## src/rtl/core/irs_pkg.sv

```systemverilog
package irs_pkg;

  localparam int MaxWidth    = 256;
  localparam int MaxHeight   = 256;
  localparam int MaxChannels = 4;

  localparam int ColW   = $clog2(MaxWidth);
  localparam int RowW   = $clog2(MaxHeight);
  localparam int ChanW  = (MaxChannels > 1) ? $clog2(MaxChannels) : 1;
  localparam int AddrW  = RowW + ColW + ChanW;
  localparam int SizeW  = 9;
  localparam int CcW    = 3;
  localparam int CfgIdxW = 3;
  localparam int CfgDataW = 9;

  // numerator / divisor widths for coordinate mapping
  localparam int NumW = 34;
  localparam int DenW = 10;
  localparam int QW   = 26;

  localparam logic [CfgIdxW-1:0] RegSrcW   = 3'd0;
  localparam logic [CfgIdxW-1:0] RegSrcH   = 3'd1;
  localparam logic [CfgIdxW-1:0] RegDstW   = 3'd2;
  localparam logic [CfgIdxW-1:0] RegDstH   = 3'd3;
  localparam logic [CfgIdxW-1:0] RegChan   = 3'd4;
  localparam logic [CfgIdxW-1:0] RegMode   = 3'd5;

  localparam logic OpLoad    = 1'b0;
  localparam logic OpRequest = 1'b1;

  typedef struct packed {
    logic       op;
    logic [7:0] col;
    logic [7:0] row;
    logic [1:0] chan;
    logic [7:0] sample;
  } in_item_t;

  typedef struct packed {
    logic [7:0] result_sample;
  } out_item_t;

  typedef enum logic [3:0] {
    StIdle, StMapX, StDivX, StMapY, StDivY, StRead, StWait, StMac, StDone
  } state_e;

  // divider control
  typedef struct packed {
    logic            start;
    logic [NumW-1:0] num;
    logic [DenW-1:0] den;
  } div_req_t;

endpackage

```

## src/rtl/core/irs_div.sv

```systemverilog
module irs_div (
  input  logic                     clk_i,
  input  logic                     rst_ni,
  input  irs_pkg::div_req_t        req_i,
  output logic                     done_o,
  output logic [irs_pkg::QW-1:0]   quot_o
);
  import irs_pkg::*;

  localparam int CntW = $clog2(QW + 1);

  logic [NumW-1:0] rem_q, rem_d;
  logic [QW-1:0]   quo_q, quo_d;
  logic [QW-1:0]   numsh_q, numsh_d;
  logic [DenW-1:0] den_q, den_d;
  logic [CntW-1:0] cnt_q, cnt_d;
  logic            busy_q, busy_d;
  logic [NumW-1:0] trial;

  // restoring division, one quotient bit per cycle; the upper numerator bits
  // preload the remainder since the quotient fits in QW bits
  always_comb begin
    rem_d = rem_q; quo_d = quo_q; numsh_d = numsh_q; den_d = den_q;
    cnt_d = cnt_q; busy_d = busy_q;
    trial = {rem_q[NumW-2:0], numsh_q[QW-1]};
    if (req_i.start) begin
      rem_d = NumW'(req_i.num >> QW); quo_d = '0; numsh_d = req_i.num[QW-1:0];
      den_d = req_i.den;
      cnt_d = CntW'(QW); busy_d = 1'b1;
    end else if (busy_q) begin
      numsh_d = {numsh_q[QW-2:0], 1'b0};
      if (trial >= NumW'(den_q)) begin
        rem_d = trial - NumW'(den_q);
        quo_d = {quo_q[QW-2:0], 1'b1};
      end else begin
        rem_d = trial;
        quo_d = {quo_q[QW-2:0], 1'b0};
      end
      cnt_d = cnt_q - 1'b1;
      if (cnt_q == CntW'(1)) busy_d = 1'b0;
    end
  end

  always_ff @(posedge clk_i or negedge rst_ni) begin
    if (!rst_ni) begin
      busy_q <= 1'b0;
      cnt_q  <= '0;
    end else begin
      busy_q <= busy_d;
      cnt_q  <= cnt_d;
    end
  end

  always_ff @(posedge clk_i) begin
    rem_q <= rem_d; quo_q <= quo_d; numsh_q <= numsh_d; den_q <= den_d;
  end

  assign done_o = busy_q && (cnt_q == CntW'(1));
  assign quot_o = quo_d;
endmodule

```

## config.mk

```make
export PLATFORM = sky130hd
export DESIGN_NAME = irs_div
export DESIGN_NICKNAME = d
export VERILOG_FILES = /design/src/rtl/core/irs_pkg.sv /design/src/rtl/core/irs_div.sv
export SDC_FILE = /design/constraint.sdc
export NUM_CORES = 1
export LEC_CHECK = 0
export BUFFER_PORTS_ARGS = -buffer_cell sky130_fd_sc_hd__buf_4
export CAP_MARGIN = 0
export CORE_UTILIZATION = 50
export DETAILED_ROUTE_END_ITERATION = 12
export HOLD_SLACK_MARGIN = 0.05
export PLACE_DENSITY_LB_ADDON = 0.1
export SETUP_SLACK_MARGIN = 0.1
export SLEW_MARGIN = 10
export SYNTH_ARGS = -nofsm -noshare
export SYNTH_HDL_FRONTEND = slang
export SYNTH_SLANG_ARGS = --single-unit
```

## constraint.sdc

```tcl
create_clock -name clk_i -period 8.1 [get_ports clk_i]
set_input_delay 0 -clock clk_i [delete_from_list [all_inputs] [get_ports clk_i]]
set_output_delay 0 -clock clk_i [all_outputs]
set_load 0.01 [all_outputs]
```

After elaboration in Yosys (flattened, before gate mapping)

Index checks and enable logic that the tools add are counted.

Register bits: 101
Bits of input ports: 47
Output and inout bits: 27
Logic and storage cells: 26

Add/subtract/negate cells: 2
Order comparisons: 1
Eq/ne operators: 1
Muxes and demuxes: 13
Reductions and logical operators: 2

Operators with widths:

| operator                                                            | count |
|---|---|
| 26-bit 2-to-1 mux                                                   | 4 |
| 34-bit by 10-bit >= comparator with 1-bit output                    | 1 |
| 33-bit 2-to-1 mux                                                   | 1 |
| 33-bit by 10-bit subtractor with 33-bit output                      | 1 |
| 8-bit 2-to-1 mux                                                    | 2 |
| 5-bit 2-to-1 mux                                                    | 2 |
| 5-bit by 1-bit == test with 1-bit output (second input constant)    | 1 |
| 5-bit by 1-bit subtractor with 5-bit output (second input constant) | 1 |
| 1-bit 2-to-1 mux                                                    | 4 |
| 2-bit nonzero test                                                  | 1 |
| 1-bit logical AND                                                   | 1 |

Depth between registers and ports, before layout

Gate-level depths: netlist of run 1.

Depth after elaboration: 4
Gate-level depth with buffers: 12
Depth with buffers taken out: 10

Least setup slack after synthesis of run 1

OpenSTA, ideal clock, no wires.

Kind: reg-to-reg
Start: register numsh_q[25]
End: register rem_q[4], data pin
Library setup time: 0.270 ns
Arrival: 2.498 ns
Data required time: 7.830 ns
Path slack: 5.332 ns
Stages on the path, launching flop included: 13
Path buffers: 2
Period minus slack after synthesis: 2.768 ns
Cell sequence: edfxtp_1 -> inv_1 -> ha_1 -> inv_1 -> fa_1 -> a211oi_1 -> o211a_1 -> o211ai_2 -> or3_4 -> buf_8 -> buf_4 -> mux2i_1 -> a21oi_1

Cells in the longest elaborated chain, start to end: 4
Elaborated cells on any way between the ends: 5
Classes of those cells: 1 x add/sub; 1 x order compare; 3 x mux

RTL lines:

| element                                                                                                                   | RTL line                     | source |
|---|---|---|
| from (decl)                                                                                                               | irs_div.sv:14                | `logic [QW-1:0] numsh_q, numsh_d;` |
| from (signal assigned)                                                                                                    | irs_div.sv:55                | `rem_q <= rem_d; quo_q <= quo_d; numsh_q <= numsh_d; den_q <= den_d;` |
| 33-bit by 10-bit subtractor with 33-bit output / 34-bit by 10-bit >= comparator with 1-bit output (equally long branches) | irs_div.sv:33, irs_div.sv:32 |  |
| 33-bit 2-to-1 mux (*)                                                                                                     | irs_div.sv:32                | `if (trial >= NumW'(den_q)) begin` |
| 8-bit 2-to-1 mux (*)                                                                                                      | irs_div.sv:30                | `end else if (busy_q) begin` |
| 8-bit 2-to-1 mux (*)                                                                                                      | irs_div.sv:26                | `if (req_i.start) begin` |
| via rem_d[4]                                                                                                              | irs_div.sv:12                | `logic [NumW-1:0] rem_q, rem_d;` |
| to (signal assigned)                                                                                                      | irs_div.sv:55                |  |
| to (decl)                                                                                                                 | irs_div.sv:12                |  |

Mark *: on every way through the listed nets, which the timed path passes. The rest lies on a longest branch. The select of a mux whose other input is x is not followed.
A chain may end at the register's enable or synchronous reset.

Final worst setup path of run 1

Start: register numsh_q[25]
End: output quot_o[0] (netlist name)

Cells in the longest elaborated chain, start to end: 4

RTL lines:

| element                                          | RTL line      | source |
|---|---|---|
| 34-bit by 10-bit >= comparator with 1-bit output | irs_div.sv:32 |  |
| 1-bit 2-to-1 mux                                 | irs_div.sv:32 |  |
| 26-bit 2-to-1 mux                                | irs_div.sv:30 |  |
| 26-bit 2-to-1 mux                                | irs_div.sv:26 |  |
| to (decl)                                        | irs_div.sv:6  | `output logic [irs_pkg::QW-1:0] quot_o` |

Every way passes these cells.

==> impl_metrics.yaml, run 1 <==
run_status:
  status: "completed"
critical_path:
  crit_buf_inv: 3
  cpMostUsedCell: "inv_1"
  critPathMaxFanout: 38
  startpoint_type: "flip-flop"
  worstPathCellList: "inv_1, ha_1, inv_1, fa_1, a211oi_1, o211a_1, o211ai_2, or3_4, nor2_1, nor3_1, buf_4"
  arrival_ns: 3.18
  cpPeakStageDelay_ns: 0.58
  crit_type: "flip-flop to output port"
  endpoint_kind: "output port"
  critPathSlowestCell: "or3_4"
  cp_top_family: "simple AND/OR/NAND/NOR gates"
  required_ns: 8.10
die:
  core_region_area_um2: 9910
  die_x_um: 104
  die_h_um: 104
  ioPinCount: 74
  start_util: 0.521
  num_rows: 36
  die-area_um2: 10700
drt:
  routedWlPerCell_um: 15.3
  num_vias: 4057
  routed_wl_mm: 11.2
  drc: 0
  ant_nets: 0
  drtIter0Drc: 245
  first_pass_iters: 4
  avgViaCountPerCell: 5.56
clock_tree:
  cts_setup_buffers: 0
  cts_buffers: 9
  cts_tree: "yes"
  clock_sinks: 101
  clk_latency_ns: 0.39
  cts_root_buf: "clkbuf_8"
  path_clk_slew_ns: 0.10
  ctsHtreeMaxLevel: 3
  clk_path_buf_depth: 2
global_routing:
  grt_max_degree: 61
  grt_pass1_vias: 3974
  grt_pass1_wl_mm: 18.8
  gr-total-overflow: 0
  gr-usage-all-layers: 0.218
  antenna_found_initial: 0
power_and_ir_drop:
  powerDensity_nw_per_um2: 292
  max-vdd-ir-drop_v: 0.000169
  power.leakage_nw: 2.81
layout:
  antenna_cells: 0
  fillers: 805
  layout.nets: 652
  syn2layout_area_growth_pct: 24.0
  drive_above_1_share: 0.240
synthesis:
  synth_flop_cell: "dfxtp_1"
  syn_nets: 546
  synth_edf_count: 44
  syn_avg_cell_area_um2: 10.6
  ys_ff_latch: 101
  ys_types: 72
  synth_common_cells: "68 x nor2_1, 51 x dfxtp_1, 44 x edfxtp_1"
  synth-warning-count: 0
  synth_top_area_frac: 0.256
  async_flop_share: 0.0594
  synth.area.top_cells: "edfxtp_1 26%, dfxtp_1 20%, mux2i_1 6.4%"
  syn_inst: 486
  yosys.area.top_type: "edfxtp_1"
  ys_seq_area_frac: 0.483
  synth_most_common_cell: "nor2_1"
  netlist_area_um2: 5160
sta:
  worst_pin_slew_ns: 0.893
  finalHoldViolations: 0
  worst_slack_ns: 4.92
  rsz0062_at_grt: "false"
  clock_skew_ns: 0.0118
  max_slew_margin: 0.400
  setup_viol: 0
  tns_ns: 0
  max_freq_ghz: 0.315
  min_period_over_period: 0.392
  fin_crit_ns: 3.18
  slew_violations: 0
job:
  max-cap-violations: 0
placed_design:
  io_buffers: 73
  place_ws_ns: 5.05
  routabilityCongestion: 0.816
  dp_hpwl_mm: 7.04
min_path:
  hold_class: "primary input to flip-flop"
[layer usage]
layer / vias up / wire (µm) / track usage
li1: 2001 / - / -
met2: 105 / 5310 / 0.351
met4: 0 / 199 / 0.0870
met5: - / 0 / 0
met1: 1931 / 5030 / 0.277
met3: 20 / 636 / 0.0598
[what timing repair did]
action	4_1_cts	5_1_grt
hold endpoints to repair	50	0
hold buffers	46	0
gates resized for setup	0	0
[where the power goes]
part / internal [W] / total [W] / switching, W
combinational: 0.000376 / 0.000839 / 0.000463
sequential: 0.000628 / 0.000714 / 0.0000860
clock: 0.000119 / 0.000316 / 0.000196
[cell usage in the layout (no fill, tap or decap), types with 10 or more instances in the layout]
| cell type | count |
|---|---|
| buf_4 | 77 |
| nor2_1 | 68 |
| dfxtp_1 | 51 |
| dlygate4sd3_1 | 46 |
| edfxtp_1 | 44 |
| mux2i_1 | 33 |
| nand2_1 | 29 |
| mux2_2 | 26 |
| inv_1 | 20 |
| a21oi_1 | 13 |
| o21ai_0 | 12 |
| xnor2_1 | 12 |
| ha_1 | 12 |
| nor3_1 | 10 |
[path summary, 6_finish.rpt]
| path | from | end | depth (start not counted) | slack [ns] |
|---|---|---|---|---|
| worst max-delay path | numsh_q[25]$_DFFE_PP_ | quot_o[0] | 11 | 4.92 |
| worst min-delay path | req_i[44] | cnt_q[2]$_DFFE_PN0P_ | 2 | 0.08 |
| worst max register to register | numsh_q[25]$_DFFE_PP_ | rem_q[0]$_DFFE_PP_ | 10 | 5.01 |
| worst min register to register | rem_q[24]$_SDFFE_PP0P_ | rem_q[24]$_SDFFE_PP0P_ | 2 | 0.51 |
| max in group asynchronous | rst_ni | busy_q$_DFF_PN0_ | 3 | 7.34 |
| min in group asynchronous | rst_ni | cnt_q[0]$_DFFE_PN0P_ | 3 | 0.53 |
[cell type report]
cell class                 count  area (µm²)  share of cell area
sequential                   101        2490               0.390
multi-input combinational    336        2440               0.381
timing repair buffer         123        1040               0.162
tap                          133         166              0.0260
clock buffer                   9         124              0.0194
inverter                      21        78.8              0.0123
clock inverter                 7        63.8             0.00997
[kinds of logic after synthesis]
kind of cell / share of synthesized area
AND/OR/NAND/NOR: 0.156
flip-flops: 0.483
AO/OA/AOI/OAI: 0.135
multiplexers: 0.121
buffers and inverters: 0.0453
XOR/XNOR: 0.0271
adder cells (fa/ha/maj): 0.0330
[sequential cells by signal, summed over array words and instances (netlist names)]
| signal | cells |
|---|---|
| busy_q | 1 |
| cnt_q | 5 |
| den_q | 10 |
| numsh_q | 26 |
| quo_q | 26 |
| rem_q | 33 |
[per-stage QoR]
step                       util  cells  hold slack [ns]  cell area, µm²  total power (W)
after detailed placement  0.581    668           -0.188            5750          0.00153
after floorplan               -    486           -0.296            5160          0.00138
after global routing      0.646    730            0.104            6400          0.00200
final                     0.646    730           0.0757            6400          0.00187
after CTS                 0.646    730           0.0676            6400          0.00187
after global placement    0.581    668           -0.190            5750          0.00152
Power figures use the tool's default switching activity.
==> run 2: changes to the inputs <==
--- a/config.mk
+++ b/config.mk
@@ -5,6 +5,7 @@
 export SDC_FILE = /design/constraint.sdc
 export NUM_CORES = 1
 export LEC_CHECK = 0
+export ABC_AREA = 1
 export BUFFER_PORTS_ARGS = -buffer_cell sky130_fd_sc_hd__buf_4
 export CAP_MARGIN = 0
 export CORE_UTILIZATION = 50
==> constraint.sdc (replaced) <==
create_clock -name clk_i -period 3 [get_ports clk_i]
set_input_delay 0 -clock clk_i [delete_from_list [all_inputs] [get_ports clk_i]]
set_output_delay 0 -clock clk_i [all_outputs]
set_load 0.01 [all_outputs]
==> run 2 against run 1 <==
  * Clock power rose to 2.6 times the previous value
  * Global-route usage up 4.0 points
  * Cell count up 36%
  * Synthesized cell count up 52%
  * Hold slack better by 0.043 ns
  * Sequential share of layout area down 1.8 points
  * Synthesized area up 4.6%
==> impl_metrics.yaml, run 2 <==
synthesis:
  async_flop_share: 0.0594
  ys_ff_latch: 101
  ys_seq_area_frac: 0.461
  synth.area.top_cells: "edfxtp_1 24%, nand2_1 20%, dfxtp_1 19%"
  syn_inst: 737
  yosys.area.top_type: "edfxtp_1"
  netlist_area_um2: 5400
  synth_common_cells: "281 x nand2_1, 104 x inv_1, 66 x nand3_1"
  synth_flop_cell: "dfxtp_1"
  syn_avg_cell_area_um2: 7.33
  syn_nets: 797
  ys_types: 36
  synth_edf_count: 44
  synth_top_area_frac: 0.245
  synth_most_common_cell: "nand2_1"
  synth-warning-count: 0
critical_path:
  endpoint_kind: "output port"
  required_ns: 3.00
  crit_type: "flip-flop to output port"
  arrival_ns: 2.66
  critPathMaxFanout: 34
  startpoint_type: "flip-flop"
drt:
  ant_nets: 0
  num_vias: 4993
  drc: 0
  routedWlPerCell_um: 13.8
  drtIter0Drc: 347
  first_pass_iters: 5
  avgViaCountPerCell: 5.04
  routed_wl_mm: 13.7
power_and_ir_drop:
  max-vdd-ir-drop_v: 0.000625
  powerDensity_nw_per_um2: 889
  power.leakage_nw: 3.32
sta:
  finalHoldViolations: 0
  fin_crit_ns: 2.66
  clock_skew_ns: 0.00910
  rsz0062_at_grt: "false"
  slew_violations: 0
  max_freq_ghz: 0.377
  max_slew_margin: 0.502
  min_period_over_period: 0.885
  tns_ns: 0
  setup_viol: 0
  worst_pin_slew_ns: 0.746
min_path:
  hold_class: "primary input to flip-flop"
global_routing:
  antenna_found_initial: 0
  gr-total-overflow: 0
  grt_pass1_wl_mm: 22.6
  grt_max_degree: 52
  gr-usage-all-layers: 0.258
  grt_pass1_vias: 4909
die:
  start_util: 0.519
  num_rows: 37
  core_region_area_um2: 10400
  die-area_um2: 11200
  die_x_um: 106
  ioPinCount: 74
  die_h_um: 106
clock_tree:
  clock_sinks: 101
  cts_root_buf: "clkbuf_8"
  clk_path_buf_depth: 2
  cts_tree: "yes"
  ctsHtreeMaxLevel: 3
  clk_latency_ns: 0.38
  cts_buffers: 9
  path_clk_slew_ns: 0.10
layout:
  top_register: "rem_q"
  syn2layout_area_growth_pct: 24.1
  register_area_um2: 2490
  multi_input_area_um2: 2400
  final_cell_mix: "281 x nand2_1, 103 x inv_1, 78 x buf_4, 66 x nand3_1"
  drive_above_1_share: 0.129
  final_common_cell: "nand2_1"
  largestRegisters: "rem_q (33), numsh_q (26), quo_q (26)"
  layout.nets: 911
  design_area_um2: 6710
  largest_register_ff_count: 33
  fillers: 914
  antenna_cells: 0
placed_design:
  io_buffers: 73
  routabilityCongestion: 0.883
  place_area_um2: 6050
  dp_hpwl_mm: 9.42
run_status:
  status: "completed"
job:
  max-cap-violations: 0
run 2: layout make-up:
type                       instances  area share
sequential                       101       0.372
multi-input combinational        508       0.358
timing repair buffer             125       0.159
tap                              136      0.0254
clock buffer                      11      0.0216
inverter                         106      0.0593
clock inverter                     4     0.00467
run 2: worst max-delay path, stage by stage, from the launching register on:
cell and delay (ns):
edfxtp_1 0.38, inv_1 0.08, ha_1 0.16, inv_1 0.08, fa_1 0.44, nand3_1 0.13
nand3_2 0.15, nor2_4 0.21, nand2_8 0.18, nand2_1 0.15, o21ai_0 0.13, buf_4 0.17
run 2: cells by family after synthesis:
group | Yosys count | share of synthesized area
adder cells (fa/ha/maj) | 13 | 0.0315
XOR/XNOR | 12 | 0.0195
buffers and inverters | 128 | 0.0954
AND/OR/NAND/NOR | 440 | 0.345
flip-flops | 101 | 0.461
AO/OA/AOI/OAI | 43 | 0.0475
run 2: worst paths after layout:
check	end	from	slack [ns]	cells after the start
max in group asynchronous	cnt_q[0]$_DFFE_PN0P_	rst_ni	2.21	3
min in group asynchronous	cnt_q[4]$_DFFE_PN0P_	rst_ni	0.57	3
worst min register to register	rem_q[32]$_SDFFE_PP0P_	rem_q[32]$_SDFFE_PP0P_	0.46	2
worst max-delay path	quot_o[0]	numsh_q[25]$_DFFE_PP_	0.34	11
worst min-delay path	den_q[6]$_DFFE_PP_	req_i[44]	0.12	1
worst max register to register	rem_q[7]$_DFFE_PP_	numsh_q[25]$_DFFE_PP_	0.66	11
run 2: per-layer routing:
| metal | global-route usage | vias up | part of all wire |
|---|---|---|---|
| met5 | 0 | - | 0 |
| met4 | 0.0923 | 0 | 0.023 |
| met3 | 0.0472 | 26 | 0.039 |
| met2 | 0.445 | 119 | 0.48 |
| met1 | 0.323 | 2282 | 0.45 |
| li1 | - | 2566 | - |
run 2: repair_timing:
item,in CTS,in global routing
hold endpoints to repair,50,0
hold buffers,46,0
setup endpoints to repair,1,1
gates resized for setup,0,1
pin swaps,1,0
setup buffers,1,0
run 2: power by group:
group	switching (W)	internal, W	leakage (nW)
clock	0.000492	0.000338	0.0955
sequential	0.000229	0.00172	0.950
combinational	0.00207	0.00112	2.28
total	0.00279	0.00317	3.32
run 2: metrics by stage:
step | cells | total power (W) | utilization | setup slack [ns] | hold WS [ns]
2_1_floorplan | 737 | 0.00431 | - | 0.765 | -0.296
3_3_place_gp | 929 | 0.00502 | 0.581 | 0.569 | -0.189
3_5_place_dp | 929 | 0.00504 | 0.581 | 0.512 | -0.190
4_1_cts | 991 | 0.00593 | 0.643 | 0.300 | 0.109
5_1_grt | 991 | 0.00650 | 0.644 | 0.196 | 0.130
6_report | 991 | 0.00596 | 0.644 | 0.344 | 0.119
==> run 3: changes to the inputs <==
--- a/config.mk
+++ b/config.mk
@@ -5,11 +5,12 @@
 export SDC_FILE = /design/constraint.sdc
 export NUM_CORES = 1
 export LEC_CHECK = 0
-export ABC_AREA = 1
-export BUFFER_PORTS_ARGS = -buffer_cell sky130_fd_sc_hd__buf_4
+export ABC_AREA = 0
 export CAP_MARGIN = 0
+export CORE_ASPECT_RATIO = 0.5
 export CORE_UTILIZATION = 50
 export DETAILED_ROUTE_END_ITERATION = 12
+export DONT_BUFFER_PORTS = 1
 export HOLD_SLACK_MARGIN = 0.05
 export PLACE_DENSITY_LB_ADDON = 0.1
 export SETUP_SLACK_MARGIN = 0.1
==> run 3 against run 2 <==
  * First-iteration DRC count is 12% lower
  * Sequential power hardly changed
  * Design area is 2.2% higher
  * Cell count is 25% lower
  * Register-to-register slack worse by 0.46 ns
  * Die area is 4.1% lower
  * Flip-flop and latch count stayed put
  * Combinational power is 15% lower
  * Setup slack worse by 0.14 ns
  * Wire length is 3.7% lower
==> impl_metrics.yaml, run 3 (synthesized netlist as in run 1, its figures left out) <==
drt:
  ant_nets: 0
  first_pass_iters: 5
  routedWlPerCell_um: 17.7
  drc: 0
  drtIter0Drc: 305
  num_vias: 4215
  routed_wl_mm: 13.1
  avgViaCountPerCell: 5.67
clock_tree:
  ctsHtreeMaxLevel: 3
  clk_path_buf_depth: 2
  path_clk_slew_ns: 0.08
  clock_sinks: 101
  cts_tree: "yes"
  clk_latency_ns: 0.35
  cts_buffers: 9
  cts_root_buf: "clkbuf_16"
global_routing:
  grt_pass1_vias: 4223
  grt_pass1_wl_mm: 21.3
  gr-usage-all-layers: 0.256
  antenna_found_initial: 0
  grt_max_degree: 61
  gr-total-overflow: 0
power_and_ir_drop:
  power.leakage_nw: 2.97
  p_seq_frac: 0.334
  internal-power_w: 0.00360
  powerDensity_nw_per_um2: 842
  pwr-share-clk: 0.201
  p_sw_frac: 0.377
  p_switching_w: 0.00217
  max-vdd-ir-drop_v: 0.000413
  combPwrFrac: 0.465
placed_design:
  place_inst: 610
  io_buffers: 0
  routabilityCongestion: 0.818
  dp_hpwl_mm: 7.14
die:
  core_region_area_um2: 9730
  start_util: 0.531
  num_rows: 25
  die_x_um: 146
  die_h_um: 73.9
  ioPinCount: 74
  die-area_um2: 10800
layout:
  largestRegisters: "rem_q (33), numsh_q (26), quo_q (26)"
  stdcell_count: 744
  layout.nets: 664
  multi_input_area_um2: 2480
  antenna_cells: 0
  final_cell_mix: "106 x dlygate4sd3_1, 67 x nor2_1, 51 x dfxtp_1, 44 x edfxtp_1, 33 x mux2i_1"
  final_common_cell: "dlygate4sd3_1"
  top_register: "rem_q"
  syn2layout_area_growth_pct: 32.8
  drive_above_1_share: 0.166
  register_area_um2: 2490
  largest_register_ff_count: 33
  finish.utilization: 0.705
  fillers: 696
critical_path:
  arrival_ns: 3.04
  r2r_slack_ns: 0.20
  critPathMaxFanout: 5
  endpoint_kind: "flip-flop"
  r2r_cells: 12
  crit_type: "flip-flop to flip-flop"
  endpoint: "rem_q[11]$_SDFFE_PP0P_"
  critPathLaunch: "numsh_q[25]$_DFFE_PP_"
  required_ns: 3.24
  r2r-end: "rem_q[11]$_SDFFE_PP0P_"
  startpoint_type: "flip-flop"
  r2r-start: "numsh_q[25]$_DFFE_PP_"
sta:
  tns_ns: 0
  worst_pin_slew_ns: 0.523
  slew_violations: 0
  rsz0062_at_grt: "false"
  setup_viol: 0
  fin_crit_ns: 2.80
  min_period_over_period: 0.932
  finalHoldViolations: 0
  max_slew_margin: 0.651
  max_freq_ghz: 0.358
  clock_skew_ns: 0.0105
min_path:
  hold_class: "primary input to output port"
job:
  max-cap-violations: 0
run_status:
  status: "completed"
==> run 3: layout make-up <==
| cell class | count | area share |
|---|---|---|
| Tap cell | 135 | 0.0246 |
| Clock inverter | 7 | 0.0100 |
| Clock buffer | 9 | 0.0329 |
| Multi-Input combinational cell | 336 | 0.361 |
| Inverter | 21 | 0.0115 |
| Sequential cell | 101 | 0.364 |
| Timing Repair Buffer | 135 | 0.196 |
==> run 3: metal layers <==
layer,GRT usage,up-vias,wire (µm)
li1,-,2030,-
met4,0.0795,0,129
met3,0.0677,13,883
met5,0,-,0
met1,0.329,2029,6220
met2,0.429,143,5910
==> run 3: stage by stage <==
step           hold WS, ns  setup slack, ns  total power, W  cell area (µm²)
6_report            0.0895            0.204         0.00577             6850
4_1_cts             0.0684            0.100         0.00555             6700
3_3_place_gp        -0.295            0.259         0.00425             5320
3_5_place_dp        -0.295            0.189         0.00425             5320
5_1_grt             0.0817           0.0866         0.00612             6850
2_1_floorplan       -0.296            0.232         0.00374             5160
==> run 3: worst min path at each step <==
stage / from / to / depth (start not counted) / slack, ns
3_5_place_dp: rst_ni / busy_q$_DFF_PN0_ / 0 / -0.30
3_3_place_gp: rst_ni / busy_q$_DFF_PN0_ / 0 / -0.30
5_1_grt: req_i[44] / quot_o[23] / 1 / 0.08
4_1_cts: req_i[44] / quot_o[16] / 1 / 0.07
6_report: req_i[44] / quot_o[6] / 1 / 0.09
2_1_floorplan: rst_ni / busy_q$_DFF_PN0_ / 0 / -0.30
==> run 3: worst max-delay path: stages, from the launching register on <==
cell and delay (ns):
edfxtp_1 0.38, inv_2 0.09, ha_4 0.12, inv_1 0.05
fa_2 0.37, a211oi_2 0.23, o211a_1 0.23, o211ai_2 0.10
or3_4 0.43, buf_6 0.14, clkbuf_16 0.14, and3_1 0.14
a221o_1 0.28
==> run 3: what timing repair did <==
action                     4_1_cts  5_1_grt
setup endpoints to repair        1       15
hold buffers                   107        0
gates cloned                     0        2
pin swaps                        0        8
hold endpoints to repair       114        0
gates resized for setup          1        9
buffers inserted                 0        9
==> run 3: power by group through the flow <==
stage	registers [W]	logic, W	clock network (W)
after detailed placement	0.00194	0.00232	0
after CTS	0.00191	0.00246	0.00118
after floorplan	0.00188	0.00186	0
after global routing	0.00196	0.00293	0.00123
final	0.00193	0.00269	0.00116
after global placement	0.00194	0.00230	0
